[src/rtl/spal_pkg.sv]
// Shared types, constants and helper functions for the sample pair to ASCII line block.
// No dependencies; imported by every module of the block.
package spal_pkg;

  localparam int SAMPLE_BITS_DEF = 12;
  localparam int DIGIT_COUNT     = 5;
  localparam int BCD_BITS        = 4 * DIGIT_COUNT;
  localparam int LINE_LEN        = 2 * DIGIT_COUNT + 2;
  localparam int IDX_BITS        = 4;
  localparam int QUEUE_DEPTH     = 2;

  localparam logic [7:0] ASCII_ZERO    = 8'd48;
  localparam logic [7:0] ASCII_COMMA   = 8'd44;
  localparam logic [7:0] ASCII_NEWLINE = 8'd10;

  localparam logic [IDX_BITS-1:0] COMMA_IDX = IDX_BITS'(DIGIT_COUNT);
  localparam logic [IDX_BITS-1:0] LAST_IDX  = IDX_BITS'(LINE_LEN - 1);

  typedef struct packed {
    logic [BCD_BITS-1:0] x;
    logic [BCD_BITS-1:0] y;
  } bcd_pair_t;

  typedef struct packed {
    logic full;
    logic empty;
  } q_status_t;

  // One double-dabble step: add 3 to every digit >= 5, then shift in one bit.
  function automatic logic [BCD_BITS-1:0] dabble_step(logic [BCD_BITS-1:0] b, logic in_bit);
    logic [BCD_BITS-1:0] adj;
    adj = b;
    for (int k = 0; k < DIGIT_COUNT; k++) begin
      if (b[4*k +: 4] >= 4'd5) begin
        adj[4*k +: 4] = b[4*k +: 4] + 4'd3;
      end
    end
    return {adj[BCD_BITS-2:0], in_bit};
  endfunction

  // ASCII digit at position pos, most significant digit at position 0.
  function automatic logic [7:0] digit_char(logic [BCD_BITS-1:0] b, logic [IDX_BITS-1:0] pos);
    logic [BCD_BITS-1:0] sh;
    sh = b >> (4 * (DIGIT_COUNT - 1 - int'(pos)));
    return ASCII_ZERO + {4'd0, sh[3:0]};
  endfunction

  function automatic logic [7:0] line_char(bcd_pair_t p, logic [IDX_BITS-1:0] idx);
    logic [7:0] ch;
    if (idx < COMMA_IDX) begin
      ch = digit_char(p.x, idx);
    end else if (idx == COMMA_IDX) begin
      ch = ASCII_COMMA;
    end else if (idx < LAST_IDX) begin
      ch = digit_char(p.y, idx - COMMA_IDX - IDX_BITS'(1));
    end else begin
      ch = ASCII_NEWLINE;
    end
    return ch;
  endfunction

endpackage

[src/rtl/spal_front.sv]
// Front end: converts both samples of a pair to BCD, one bit per cycle, with the last
// bit held while the queue is full. Needs spal_pkg; writes finished pairs to spal_queue.
module spal_front import spal_pkg::*; #(
  parameter int SAMPLE_BITS = SAMPLE_BITS_DEF
) (
  input  logic                   clk,
  input  logic                   rst,
  input  logic [SAMPLE_BITS-1:0] x_sample,
  input  logic [SAMPLE_BITS-1:0] y_sample,
  input  logic                   push,
  output logic                   full,
  input  q_status_t              q_stat,
  output logic                   enq,
  output bcd_pair_t              enq_data
);

  localparam int CNT_BITS = $clog2(SAMPLE_BITS);
  localparam logic [CNT_BITS-1:0] LAST_STEP = CNT_BITS'(SAMPLE_BITS - 1);

  logic                   busy;
  logic [CNT_BITS-1:0]    cnt;
  logic [SAMPLE_BITS-1:0] bin_x, bin_y;
  logic [BCD_BITS-1:0]    bcd_x, bcd_y;
  logic [BCD_BITS-1:0]    bcd_x_next, bcd_y_next;
  logic                   last, step_en, accept;

  assign last       = cnt == LAST_STEP;
  assign step_en    = busy && !(last && q_stat.full);
  assign full       = busy && (!last || q_stat.full);
  assign accept     = push && !full;
  assign bcd_x_next = dabble_step(bcd_x, bin_x[SAMPLE_BITS-1]);
  assign bcd_y_next = dabble_step(bcd_y, bin_y[SAMPLE_BITS-1]);

  // final step goes straight into the queue
  assign enq        = busy && last && !q_stat.full;
  assign enq_data.x = bcd_x_next;
  assign enq_data.y = bcd_y_next;

  always_ff @(posedge clk) begin
    if (rst) begin
      busy <= 1'b0;
      cnt  <= '0;
    end else if (accept) begin
      busy  <= 1'b1;
      cnt   <= '0;
      bin_x <= x_sample;
      bin_y <= y_sample;
      bcd_x <= '0;
      bcd_y <= '0;
    end else if (step_en) begin
      bin_x <= {bin_x[SAMPLE_BITS-2:0], 1'b0};
      bin_y <= {bin_y[SAMPLE_BITS-2:0], 1'b0};
      bcd_x <= bcd_x_next;
      bcd_y <= bcd_y_next;
      cnt   <= cnt + CNT_BITS'(1);
      if (last) begin
        busy <= 1'b0;
      end
    end
  end

endmodule

[src/rtl/spal_queue.sv]
// Short register queue of BCD digit pairs between front and back end.
// Depends on spal_pkg.
module spal_queue import spal_pkg::*; #(
  parameter int DEPTH = QUEUE_DEPTH
) (
  input  logic      clk,
  input  logic      rst,
  input  logic      enq,
  input  bcd_pair_t enq_data,
  input  logic      deq,
  output bcd_pair_t head,
  output q_status_t stat
);

  localparam int PTR_BITS = (DEPTH > 1) ? $clog2(DEPTH) : 1;
  localparam int CNT_BITS = $clog2(DEPTH + 1);
  localparam logic [PTR_BITS-1:0] PTR_LAST = PTR_BITS'(DEPTH - 1);
  localparam logic [CNT_BITS-1:0] CNT_FULL = CNT_BITS'(DEPTH);

  bcd_pair_t           entries [DEPTH];
  logic [PTR_BITS-1:0] wr_ptr, rd_ptr;
  logic [CNT_BITS-1:0] count;

  assign head       = entries[rd_ptr];
  assign stat.full  = count == CNT_FULL;
  assign stat.empty = count == '0;

  always_ff @(posedge clk) begin
    if (rst) begin
      wr_ptr <= '0;
      rd_ptr <= '0;
      count  <= '0;
    end else begin
      if (enq) begin
        entries[wr_ptr] <= enq_data;
        wr_ptr          <= (wr_ptr == PTR_LAST) ? '0 : wr_ptr + PTR_BITS'(1);
      end
      if (deq) begin
        rd_ptr <= (rd_ptr == PTR_LAST) ? '0 : rd_ptr + PTR_BITS'(1);
      end
      if (enq && !deq) begin
        count <= count + CNT_BITS'(1);
      end else if (deq && !enq) begin
        count <= count - CNT_BITS'(1);
      end
    end
  end

endmodule

[src/rtl/spal_back.sv]
// Back end: walks the 12 characters of a line from the queue head into an output register.
// Depends on spal_pkg; reads spal_queue.
module spal_back import spal_pkg::*; (
  input  logic      clk,
  input  logic      rst,
  input  bcd_pair_t head,
  input  q_status_t q_stat,
  output logic      deq,
  output logic [7:0] out_char,
  output logic      line_end,
  output logic      empty,
  input  logic      pop
);

  logic                out_valid;
  logic [IDX_BITS-1:0] idx;
  logic                load;

  assign empty = !out_valid;
  assign load  = !out_valid || pop;
  assign deq   = load && !q_stat.empty && (idx == LAST_IDX);

  always_ff @(posedge clk) begin
    if (rst) begin
      out_valid <= 1'b0;
      idx       <= '0;
    end else if (load) begin
      if (!q_stat.empty) begin
        out_valid <= 1'b1;
        out_char  <= line_char(head, idx);
        line_end  <= idx == LAST_IDX;
        idx       <= (idx == LAST_IDX) ? '0 : idx + IDX_BITS'(1);
      end else begin
        out_valid <= 1'b0;
      end
    end
  end

endmodule

[src/rtl/sample_pair_to_ascii_line_top.sv]
// Sample pair to ASCII line: converts an (x, y) sample pair into "xxxxx,yyyyy\n".
// Depends on spal_pkg, spal_front, spal_queue and spal_back.
//
// Input side is a queue write port: x_sample/y_sample are taken when push is
// high and full is low. Output side is a queue read port: while empty is low,
// out_char holds the oldest character and line_end marks the newline; it is
// taken when pop is high.
// Each pair yields 12 characters: five zero-padded decimal digits of x, a
// comma, five digits of y, and a newline with line_end set.
// Pair rate is set by the binary to BCD converter (one bit per cycle, holding
// its last step while the queue is full) and by the serializer (one character
// per cycle while the receiver pops). A two-entry queue between them lets
// the converter work ahead while a line is going out.
// Reset clears all control state; the block comes up empty and not full.
// When the receiver stalls, the current character holds, the serializer and
// queue fill, and full stays high once the converter has nowhere to put its result.
module sample_pair_to_ascii_line_top import spal_pkg::*; #(
  parameter int SAMPLE_BITS = SAMPLE_BITS_DEF
) (
  input  logic                   clk,
  input  logic                   rst,
  input  logic [SAMPLE_BITS-1:0] x_sample,
  input  logic [SAMPLE_BITS-1:0] y_sample,
  input  logic                   push,
  output logic                   full,
  output logic [7:0]             out_char,
  output logic                   line_end,
  output logic                   empty,
  input  logic                   pop
);

  q_status_t q_stat;
  bcd_pair_t enq_data, head;
  logic      enq, deq;

  spal_front #(.SAMPLE_BITS(SAMPLE_BITS)) u_front (
    .clk      (clk),
    .rst      (rst),
    .x_sample (x_sample),
    .y_sample (y_sample),
    .push     (push),
    .full     (full),
    .q_stat   (q_stat),
    .enq      (enq),
    .enq_data (enq_data)
  );

  spal_queue #(.DEPTH(QUEUE_DEPTH)) u_queue (
    .clk      (clk),
    .rst      (rst),
    .enq      (enq),
    .enq_data (enq_data),
    .deq      (deq),
    .head     (head),
    .stat     (q_stat)
  );

  spal_back u_back (
    .clk      (clk),
    .rst      (rst),
    .head     (head),
    .q_stat   (q_stat),
    .deq      (deq),
    .out_char (out_char),
    .line_end (line_end),
    .empty    (empty),
    .pop      (pop)
  );

endmodule

[config.mk]
export PLATFORM = sky130hd
export DESIGN_NAME = sample_pair_to_ascii_line_top
export DESIGN_NICKNAME = d
export VERILOG_FILES = /design/src/rtl/spal_pkg.sv /design/src/rtl/spal_front.sv /design/src/rtl/spal_queue.sv /design/src/rtl/spal_back.sv /design/src/rtl/sample_pair_to_ascii_line_top.sv
export SDC_FILE = /design/constraint.sdc
export NUM_CORES = 1
export LEC_CHECK = 0
export ABC_AREA = 1
export BUFFER_PORTS_ARGS = -buffer_cell sky130_fd_sc_hd__clkbuf_2
export CORE_UTILIZATION = 60
export DETAILED_ROUTE_END_ITERATION = 12
export PLACE_DENSITY_LB_ADDON = 0.05
export SLEW_MARGIN = 10
export SYNTH_ARGS = -nofsm -noshare
export SYNTH_HDL_FRONTEND = slang
export SYNTH_SLANG_ARGS = --single-unit
[constraint.sdc]
create_clock -name clk -period 11.17 [get_ports clk]
set_input_delay 1.6755 -clock clk [delete_from_list [all_inputs] [get_ports clk]]
set_output_delay 1.6755 -clock clk [all_outputs]
set_load 0.02 [all_outputs]
# After elaboration in Yosys (flattened, before gate mapping)
# Memory sizes are Yosys's and may differ from the RTL's. A register that Yosys moved wholly into a read port is not among the register bits.
# Index checks and enable logic that the tools add are counted.
dict set report totals {
  elab_cells 118
  out_inout_bits 11
  mem_count 1
  mem_bits_rw 80
  input_bits 28
  register_bits 87
}
# memory depth width rd rd_ports_with_merged_regs write_ports line
set mem_list {}
lappend mem_list {u_queue.entries 2 40 1 1 1 spal_queue.sv:20} ;# bcd_pair_t entries [DEPTH];
dict set report classes {
  n_eq_ne 4
  order_cmp 12
  bitwise 2
  n_reduce_logical 29
  add_sub_neg 22
  shift 2
  n_mux 33
}
# cell n
set op_table {}
lappend op_table {{$shr 20x32->4} 2}
lappend op_table {{$mux 12} 4}
lappend op_table {{$ge 4x3->1 const B} 10}
lappend op_table {{$mux 20} 2}
lappend op_table {{$mux 4} 9}
lappend op_table {{$add 4x2->4 const B} 8}
lappend op_table {{$mux 8} 3}
lappend op_table {{$add 6x4->7 const A} 2}
lappend op_table {{$mux 1} 11}
lappend op_table {{$logic_and 1x1->1} 10}
lappend op_table {{$sub 3x4->5 const A} 2}
lappend op_table {{$add 4x1->4 const B} 2}
lappend op_table {{$eq 4x4->1 const B} 2}
lappend op_table {{$logic_not 1->1} 8}
lappend op_table {{$add 3x2->3 const B} 2}
lappend op_table {{$mux 3} 2}
lappend op_table {{$reduce_and 2->1} 3}
lappend op_table {{$reduce_bool 2->1} 3}
lappend op_table {{$eq 4x3->1 const B} 1}
lappend op_table {{$lt 4x3->1 const B} 1}
lappend op_table {{$lt 4x4->1 const B} 1}
lappend op_table {{$mux 2} 2}
lappend op_table {{$sub 4x1->4 const B} 1}
lappend op_table {{$sub 4x3->4 const B} 1}
lappend op_table {{other kinds (9)} 12}

# Longest topological paths before layout
# Gate-level depths: netlist of run 1.
dict set report depth {
  depth_word 8
  mapped_depth 14
  mapped_depth_nobuf 12
}

# By module
# Synthesis of run 1 repeated with hierarchy kept, for this count alone.
dict set report hier_totals {
  hier_cells 799
  area_unflattened_um2 8164.1
}
# mod instances seq_area_each_um2 cells_each area_per_inst_um2
set by_module_without_submodules {}
lappend by_module_without_submodules {spal_front 1 2021.9 445 3836.2}
lappend by_module_without_submodules {spal_queue 1 2502.4 158 3129.3}
lappend by_module_without_submodules {spal_back 1 310.3 196 1198.6}

# Worst setup path after synthesis of run 1
# No wires, ideal clock.
dict set report synth_path {
  path_kind {input-to-reg}
  start {input push}
  end {register u_front.bcd_x[0], enable pin}
  required_ns 10.663
  cell_stages 5
  setup_ns 0.507
  n_path_buf 1
  slack_ns 5.484
  arrival_ns 5.179
  cell_sequence {inv_1 -> nor2_4 -> inv_2 -> buf_2 -> a21oi_1}
}
dict set report synth_between {
  elab_chain_cells 3
}
# item line
set synth_rtl {}
lappend synth_rtl {{from (decl)} sample_pair_to_ascii_line_top.sv:24} ;# input logic push,
lappend synth_rtl {{$logic_and 1x1->1} spal_front.sv:30} ;# assign accept = push && !full;
lappend synth_rtl {{$reduce_bool 2->1 (no source line)} -}
lappend synth_rtl {{$reduce_and 2->1 (no source line)} -}
lappend synth_rtl {{to (signal assigned)} spal_front.sv:53} ;# bcd_x <= bcd_x_next;
lappend synth_rtl {{to (decl)} spal_front.sv:23} ;# logic [BCD_BITS-1:0] bcd_x, bcd_y;
# Every way passes these cells.
# A chain may end at the register's enable or synchronous reset.

# Worst setup path in the final report of run 1
dict set report layout_path {
  start {input push}
  end {register u_front.bin_y[6], enable pin}
}
dict set report layout_between {
  elab_chain_cells 3
}
# item line
set layout_rtl {}
lappend layout_rtl {{$logic_and 1x1->1} spal_front.sv:30}
lappend layout_rtl {{$reduce_bool 2->1 (no source line)} -}
lappend layout_rtl {{$reduce_and 2->1 (no source line)} -}
lappend layout_rtl {{to (signal assigned)} spal_front.sv:47} ;# bin_y <= y_sample;
lappend layout_rtl {{to (signal assigned)} spal_front.sv:52} ;# bin_y <= {bin_y[SAMPLE_BITS-2:0], 1'b0};
lappend layout_rtl {{to (decl)} spal_front.sv:22} ;# logic [SAMPLE_BITS-1:0] bin_x, bin_y;
# Every way passes these cells.

==> results of run 1 <==
-- cell usage in the layout, fill, tap and decap left out --
master                       count
sky130_fd_sc_hd__nand2_1       201
sky130_fd_sc_hd__inv_2           5
sky130_fd_sc_hd__a21o_1          1
sky130_fd_sc_hd__bufinv_16       5
sky130_fd_sc_hd__clkinv_1        2
sky130_fd_sc_hd__o21ai_0        66
sky130_fd_sc_hd__nor2_2          2
sky130_fd_sc_hd__xor2_1         12
sky130_fd_sc_hd__o211ai_1       10
sky130_fd_sc_hd__o21ai_2         1
sky130_fd_sc_hd__nor3_2          2
sky130_fd_sc_hd__clkbuf_2       36
sky130_fd_sc_hd__a21boi_0        2
sky130_fd_sc_hd__nand3b_1        8
sky130_fd_sc_hd__edfxtp_1      151
sky130_fd_sc_hd__a21oi_1        29
sky130_fd_sc_hd__nor3_1          3
sky130_fd_sc_hd__conb_1          2
sky130_fd_sc_hd__nor2_4          2
sky130_fd_sc_hd__o2111ai_1       3
sky130_fd_sc_hd__inv_6           1
sky130_fd_sc_hd__clkinvlp_2      1
sky130_fd_sc_hd__buf_4           6
sky130_fd_sc_hd__clkinv_2        3
sky130_fd_sc_hd__a21oi_2         1
sky130_fd_sc_hd__ha_1           30
sky130_fd_sc_hd__or2_2          10
sky130_fd_sc_hd__clkinvlp_4      3
sky130_fd_sc_hd__nand3_1        34
sky130_fd_sc_hd__a31oi_1         1
sky130_fd_sc_hd__nor2_1         73
sky130_fd_sc_hd__a211oi_1        1
sky130_fd_sc_hd__xnor2_1         4
sky130_fd_sc_hd__o21a_1          1
sky130_fd_sc_hd__nand2_2         1
sky130_fd_sc_hd__clkbuf_16      17
sky130_fd_sc_hd__inv_1         115
sky130_fd_sc_hd__dfxtp_1        15
sky130_fd_sc_hd__a21oi_4         1
-- path summary, 6_finish.rpt --
| kind | from | end | slack [ns] | cells after the start |
|---|---|---|---|---|
| hold / removal | u_queue.wr_ptr | u_queue.wr_ptr | 0.46 | 2 |
| setup / recovery | push | u_front.bin_y[6] | 7.06 | 7 |
| hold reg to reg | u_queue.wr_ptr | u_queue.wr_ptr | 0.46 | 2 |
| setup reg to reg | u_front.cnt[0] | u_front.bin_y[6] | 7.48 | 11 |
-- stage by stage --
| stage | setup slack, ns | hold WS (ns) | instances | cell area (um2) | util |
|---|---|---|---|---|---|
| final | 7.06 | 0.465 | 1033 | 8930 | 0.697 |
| after global routing | 6.82 | 0.486 | 1033 | 8930 | 0.697 |
| after CTS | 7.03 | 0.463 | 1033 | 8930 | 0.697 |
| after detailed placement | 6.55 | 0.454 | 1001 | 8300 | 0.647 |
| after global placement | 6.64 | 0.450 | 1001 | 8300 | 0.647 |
| after floorplan | 5.48 | 0.439 | 812 | 8010 | - |
-- logic make-up (layout without fill, tap and decap cells) --
family	count (synthesis)	in the layout	synth area share
compound gates	117	117	0.0804
xor+xnor	16	16	0.0175
fa+ha+maj	30	30	0.0469
buf+inv	145	194	0.0774
flops	166	166	0.604
other cells	1	2	0.000469
simple gates	336	336	0.173
-- final cells by class --
| type | count | area [um2] | area share |
|---|---|---|---|
| Sequential cell | 166 | 4830 | 0.541 |
| Multi-Input combinational cell | 501 | 2570 | 0.288 |
| Timing Repair Buffer | 42 | 225 | 0.0252 |
| Clock buffer | 17 | 425 | 0.0476 |
| Clock inverter | 15 | 209 | 0.0234 |
| Tap cell | 172 | 215 | 0.0241 |
| Inverter | 120 | 450 | 0.0504 |
-- worst max-delay path: stages --
cell and delay, ns:
sky130_fd_sc_hd__clkbuf_2 0.10, sky130_fd_sc_hd__inv_1 0.07, sky130_fd_sc_hd__nor2_4 0.10, sky130_fd_sc_hd__buf_4 0.42, sky130_fd_sc_hd__inv_2 0.42, sky130_fd_sc_hd__a21oi_4 0.74
sky130_fd_sc_hd__buf_4 0.56
-- power groups by stage --
| stage | Sequential (uW) | Combinational [uW] | Clock (uW) |
|---|---|---|---|
| 2_1_floorplan | 736 | 73.6 | 0 |
| 3_3_place_gp | 737 | 94.7 | 0 |
| 3_5_place_dp | 739 | 101 | 0 |
| 4_1_cts | 726 | 102 | 632 |
| 5_1_grt | 728 | 117 | 655 |
| 6_report | 726 | 101 | 623 |
-- state kept, by name (all words and copies together), names as in the netlist, named ones only --
name              count
u_back.out_char       6
u_queue.rd_ptr        1
u_front.bcd_y        20
u_back.idx            4
u_back.out_valid      1
u_front.busy          1
u_front.bin_x        12
u_queue.count         2
u_queue.wr_ptr        1
u_front.bcd_x        20
u_front.cnt           4
u_queue.entries      80
u_back.line_end       1
u_front.bin_y        12
-- metal layers --
metal / vias up / GRT usage / wire, um / part of all wire
li1: 2736 / - / - / -
met1: 2542 / 0.305 / 6630 / 0.44
met2: 158 / 0.388 / 7360 / 0.49
met3: 23 / 0.0446 / 840 / 0.056
met4: 0 / 0.0897 / 210 / 0.014
met5: - / 0 / 0 / 0
==> metrics.log, run 1 <==
INFO  metric power.density_cell_area = 162 nW/um2
INFO  metric final-hold-violation-count = 0
INFO  metric fin_crit_sh = 0.368
INFO  metric maximum_number_of_pins_on_one_net_before_global_route_repair = 50
INFO  metric cts.repair.resized = 0
INFO  metric floorplan.initialDensity = 0.624
INFO  metric timing_worst_setup_path_type = in2reg
INFO  metric cap_viol_max_count = 0
INFO  metric global_route_wire_length_before_repair = 24,900 um
INFO  metric ir_worst_vdd = 0.0984 mV
INFO  metric detailedRoute.firstPassIterationCount = 5
INFO  metric synthCells = 811
INFO  metric synth_top_area_cell = sky130_fd_sc_hd__edfxtp_1
INFO  metric globalRoute.totalOverflow = 0
INFO  metric fin_nets = 906
INFO  metric ys_seq_area_frac = 0.604
INFO  metric route.vias.total = 5,459
INFO  metric switching_portion_of_total_power = 0.216
INFO  metric fillerInstances = 1,003
INFO  metric core_region_area = 12,800 um2
INFO  metric chipHeight = 117 um
INFO  metric warnings_synthesis = 0
INFO  metric intPower = 1140 uW
INFO  metric postCtsHoldBufs = 0
INFO  metric synth_largest_type_area_fraction = 0.567
INFO  metric worst_clock_skew = 0.00510 ns
INFO  metric cp.required = 11.23 ns
INFO  metric number_of_distinct_library_cell_variants_in_the_gate_level_netlist_after_synthesis = 33
INFO  metric clock_share_of_power = 0.430
INFO  metric crit_path_max_fanout = 49
INFO  metric synth_async_sr_flop_share = 0
INFO  metric cts_sinks = 166
INFO  metric final_antenna_net_count = 0
INFO  metric yosysMostFrequentCell = sky130_fd_sc_hd__nand2_1
INFO  metric wire_per_inst = 14.6 um
INFO  metric cts_buffer_depth = 2
INFO  metric hold_path.class = reg2reg
INFO  metric grt_antenna_before_repair = 0
INFO  metric dp_hpwl = 9930 um
INFO  metric power.total = 1450 uW
INFO  metric yosys_most_used_dff = sky130_fd_sc_hd__edfxtp_1
INFO  metric netlist_top_cells_area = sky130_fd_sc_hd__edfxtp_1 (57%), sky130_fd_sc_hd__nand2_1 (9.4%), sky130_fd_sc_hd__inv_1 (5.4%), sky130_fd_sc_hd__ha_1 (4.7%), sky130_fd_sc_hd__o21ai_0 (4.1%)
INFO  metric static-leakage-power = 0.00379 uW
INFO  metric drt-vias-per-instance = 5.28
INFO  metric final_layout_size_suffix_gt1_frac = 0.113
INFO  metric layout-area-overhead-vs-synth = 11.7%
INFO  metric synth-edff-count = 151
INFO  metric post_cts_buffers = 0
INFO  metric slew_headroom = 0.473
INFO  metric row_count = 41
INFO  metric io-pin-count = 39
INFO  metric worst_setup_path_start_kind = input port
INFO  metric run_status = finished clean
INFO  metric detail_route.iter0.violations = 399
INFO  metric clkTransAtPathRegs = 0.06 ns
INFO  metric syn_area_per_cell = 9.87 um2
INFO  metric achievable-frequency = 0.243 GHz
INFO  metric power_frac_seq = 0.501
INFO  metric cp.arrival = 4.17 ns
INFO  metric global_route.usage.total = 0.234
INFO  metric die-width = 117 um
INFO  metric synth_top_cells_by_count = sky130_fd_sc_hd__nand2_1 (201), sky130_fd_sc_hd__edfxtp_1 (151), sky130_fd_sc_hd__inv_1 (115), sky130_fd_sc_hd__nor2_1 (74), sky130_fd_sc_hd__o21ai_0 (66)
INFO  metric setup_repair_after_global_routing_missed_its_margin = no
INFO  metric post_synth_instance_area = 8000 um2
INFO  metric n_antenna_cell = 0
INFO  metric comb_power_share = 0.070
INFO  metric synth_seq_cells = 166
INFO  metric clockRootBuffer = sky130_fd_sc_hd__clkbuf_16
INFO  metric fp.dieArea = 13,800 um2
INFO  metric worst_slew_pin_slew = 0.789 ns
INFO  metric worst_skew_pair.late_latency = 0.42 ns
INFO  metric grt_pass1_vias = 5,188
INFO  metric tritoncts.num_buffers = 17
INFO  metric endpoint_kind = register
INFO  metric route.final.wire_length = 15,000 um
INFO  metric place_congestion = 0.871
INFO  metric clock_period_minus_final_worst_setup_slack = 4.11 ns
INFO  metric finalSetupViolCount = 0
INFO  metric cts_htree_levels = 4
INFO  metric final-max-slew-violation-count = 0
INFO  metric portBuffers = 36
INFO  metric tritoncts = yes
INFO  metric netSwitchingPower = 313 uW
INFO  metric final.setup.tns = 0 ns
INFO  metric drcViolationCount = 0
Power figures use the tool's default switching activity.
==> inputs of run 2 (changes only) <==
- clock period: 11.17 -> 4.2 ns (I/O delays scaled with it)
==> run 2 against run 1 <==
First-iteration DRC count rose by 19%. Final area fell by 0.53%. Die area did not move. Register-to-register slack got worse by 6.0 ns. Final cell count did not move. Clock skew rose by 0.0036 ns. Flip-flop and latch count did not move. Critical path depth rose by 6. Sequential share of layout area rose by 0.29 points. Non-clock buffer count did not move. Critical path type is now reg2reg. Largest cell class unchanged.
==> metrics.log, run 2 (same netlist as run 1, synthesis figures left out) <==
INFO  metric run_status = finished clean (unchanged)
INFO  metric routedLengthMet1 = 6740 um (was 6630 um)
INFO  metric timing.critical_path.cells = buf_4, inv_1, ha_1, inv_2, nor2_2, o211ai_1, nand2_1, inv_1, nor2_1, nand2_1, nand3_1, nand2_1, nand2_1 (was clkbuf_2, inv_1, nor2_4, buf_4, inv_2, a21oi_4, buf_4)
INFO  metric slew_headroom = 0.417 (was 0.473)
INFO  metric most-common-layout-cells = sky130_fd_sc_hd__nand2_1 (201), sky130_fd_sc_hd__edfxtp_1 (151), sky130_fd_sc_hd__inv_1 (115) (unchanged)
INFO  metric drt-vias-per-instance = 5.32 (was 5.28)
INFO  metric met2WireLength = 7750 um (was 7360 um)
INFO  metric worst_slew_pin_slew = 0.873 ns (was 0.789 ns)
INFO  metric final_layout_size_suffix_gt1_frac = 0.107 (was 0.113)
INFO  metric mostFrequentLayoutCell = sky130_fd_sc_hd__nand2_1 (unchanged)
INFO  metric setup_repair_after_global_routing_missed_its_margin = no (unchanged)
INFO  metric n_antenna_cell = 0 (unchanged)
INFO  metric static-leakage-power = 0.00378 uW (was 0.00379 uW)
INFO  metric fp.dieArea = 13,800 um2 (unchanged)
INFO  metric worst_path_max_delay_cell = sky130_fd_sc_hd__ha_1 (was sky130_fd_sc_hd__a21oi_4)
INFO  metric met3WireLength = 977 um (was 840 um)
INFO  metric clkTransAtPathRegs = 0.06 ns (about the same)
INFO  metric layout-area-overhead-vs-synth = 11.1% (was 11.7%)
INFO  metric post_cts_buffers = 0 (unchanged)
INFO  metric tritoncts = yes (unchanged)
INFO  metric finalSetupViolCount = 0 (unchanged)
INFO  metric drcViolationCount = 0 (unchanged)
INFO  metric comb_power_share = 0.076 (was 0.070)
INFO  metric final_antenna_net_count = 0 (unchanged)
INFO  metric route.vias.total = 5,497 (was 5,459)
INFO  metric endpoint_kind = register (unchanged)
INFO  metric finish.utilization = 0.693 (was 0.697)
INFO  metric global_route_wire_length_before_repair = 26,000 um (was 24,900 um)
INFO  metric portBuffers = 36 (unchanged)
INFO  metric hold_path.class = in2reg (was reg2reg)
INFO  metric worst_skew_pair.late_latency = 0.42 ns (about the same)
INFO  metric cts_htree_levels = 4 (unchanged)
INFO  metric fin_crit_sh = 0.651
INFO  metric wire_per_inst = 15.3 um (was 14.6 um)
INFO  metric final-hold-violation-count = 0 (unchanged)
INFO  metric core_region_area = 12,800 um2 (unchanged)
INFO  metric worst_clock_skew = 0.00868 ns (was 0.00510 ns)
INFO  metric power_frac_seq = 0.521 (was 0.501)
INFO  metric grt_antenna_before_repair = 0 (unchanged)
INFO  metric io-pin-count = 39 (unchanged)
INFO  metric globalRoute.totalOverflow = 0 (unchanged)
INFO  metric timing_worst_setup_path_type = reg2reg (was in2reg)
INFO  metric final.setup.tns = 0 ns (unchanged)
INFO  metric clockRootBuffer = sky130_fd_sc_hd__clkbuf_16 (unchanged)
INFO  metric cts_sinks = 166 (unchanged)
INFO  metric row_count = 41 (unchanged)
INFO  metric cp_slowest_stage_delay = 0.71 ns (was 0.74 ns)
INFO  metric chipHeight = 117 um (unchanged)
INFO  metric top_regs = u_queue.entries: 80 flops, u_front.bcd_x: 20 flops, u_front.bcd_y: 20 flops (unchanged)
INFO  metric grt_pass1_vias = 5,405 (was 5,188)
INFO  metric flip_flop_count_of_the_largest_register_after_layout = 80 (unchanged)
INFO  metric route.final.wire_length = 15,800 um (was 15,000 um)
INFO  metric power.density_cell_area = 418 nW/um2 (was 162 nW/um2)
INFO  metric tritoncts.num_buffers = 17 (unchanged)
INFO  metric ir_worst_vdd = 0.260 mV (was 0.0984 mV)
INFO  metric hold_path_depth = 3 (was 2)
INFO  metric detail_route.iter0.violations = 474 (was 399)
INFO  metric cap_viol_max_count = 0 (unchanged)
INFO  metric cp.required = 4.49 ns (was 11.23 ns)
INFO  metric crit_path_max_fanout = 27 (was 49)
INFO  metric intPower = 2900 uW (was 1140 uW)
INFO  metric floorplan.initialDensity = 0.624 (unchanged)
INFO  metric detailedRoute.firstPassIterationCount = 5 (unchanged)
INFO  metric fin_nets = 906 (unchanged)
INFO  metric timing.critical_path.mode_cell = sky130_fd_sc_hd__nand2_1 (was sky130_fd_sc_hd__buf_4)
INFO  metric worst_setup_path_start_kind = register (was input port)
INFO  metric cp.arrival = 3.02 ns (was 4.17 ns)
INFO  metric cts_buffer_depth = 2 (unchanged)
INFO  metric rr_worst_depth = 13 (was 11)
INFO  metric cts.repair.resized = 0 (unchanged)
INFO  metric switching_portion_of_total_power = 0.218 (was 0.216)
INFO  metric achievable-frequency = 0.366 GHz
INFO  metric die-width = 117 um (unchanged)
INFO  metric postCtsHoldBufs = 0 (unchanged)
INFO  metric netSwitchingPower = 808 uW (was 313 uW)
INFO  metric place_congestion = 0.872 (was 0.871)
INFO  metric maximum_number_of_pins_on_one_net_before_global_route_repair = 57 (was 50)
INFO  metric clock_share_of_power = 0.403 (was 0.430)
INFO  metric final-max-slew-violation-count = 0 (unchanged)
INFO  metric top_register_by_number_of_flip_flops = u_queue.entries (unchanged)
INFO  metric global_route.usage.total = 0.244 (was 0.234)
INFO  metric clock_period_minus_final_worst_setup_slack = 2.73 ns
INFO  metric highest_layer = met4 (unchanged)
INFO  metric dp_hpwl = 10,500 um (was 9930 um)
==> run 2: area by class of cell <==
class / instances / area [um2]
flip-flops and latches: 166 / 4830
fillers: 984 / 3940
multi-input cells: 501 / 2580
clock buffers: 27 / 493
inverters: 120 / 450
repair buffers: 42 / 238
well taps: 172 / 215
clock inverters: 5 / 75.1
==> run 2: final timing paths <==
| check | end | slack, ns | from |
|---|---|---|---|
| setup / recovery | u_back.out_char[3] | 1.47 | u_back.idx[0] |
| hold / removal | u_front.bin_y[3] | 0.48 | y_sample[3] |
| setup reg to reg | u_back.out_char[3] | 1.47 | u_back.idx[0] |
| hold reg to reg | u_queue.count[1] | 0.48 | u_queue.count[1] |
==> run 2: layer usage <==
metal	vias up	GRT usage
met4	0	0.108
met3	27	0.0465
met5	-	0
li1	2733	-
met1	2547	0.314
met2	190	0.403
==> run 2: worst max-delay path: cells and delay by family (launching register included) <==
| family | cells | cell delay (ns) |
|---|---|---|
| fa+ha+maj | 1 | 0.71 |
| flops | 1 | 0.31 |
| simple gates | 7 | 0.62 |
| compound gates | 1 | 0.12 |
| buf+inv | 4 | 0.84 |
==> run 2: power by group through the flow <==
stage | clock, uW | sequential (uW) | combinational (uW)
finish | 1500 | 1930 | 284
global route | 1580 | 1940 | 324
CTS | 1510 | 1930 | 285
global placement | 0 | 1960 | 262
detailed placement | 0 | 1960 | 281
floorplan | 0 | 1960 | 196
==> run 2: through the flow <==
stage | cell area [um2] | hold WS (ns) | instances | power, uW | setup WS, ns
detailed placement | 8320 | 0.471 | 1001 | 2250 | 1.53
global placement | 8320 | 0.449 | 1001 | 2220 | 1.60
global route | 8890 | 0.482 | 1033 | 3840 | 1.27
CTS | 8890 | 0.470 | 1033 | 3730 | 1.51
floorplan | 8010 | 0.440 | 812 | 2150 | 0.649
finish | 8890 | 0.476 | 1033 | 3710 | 1.47
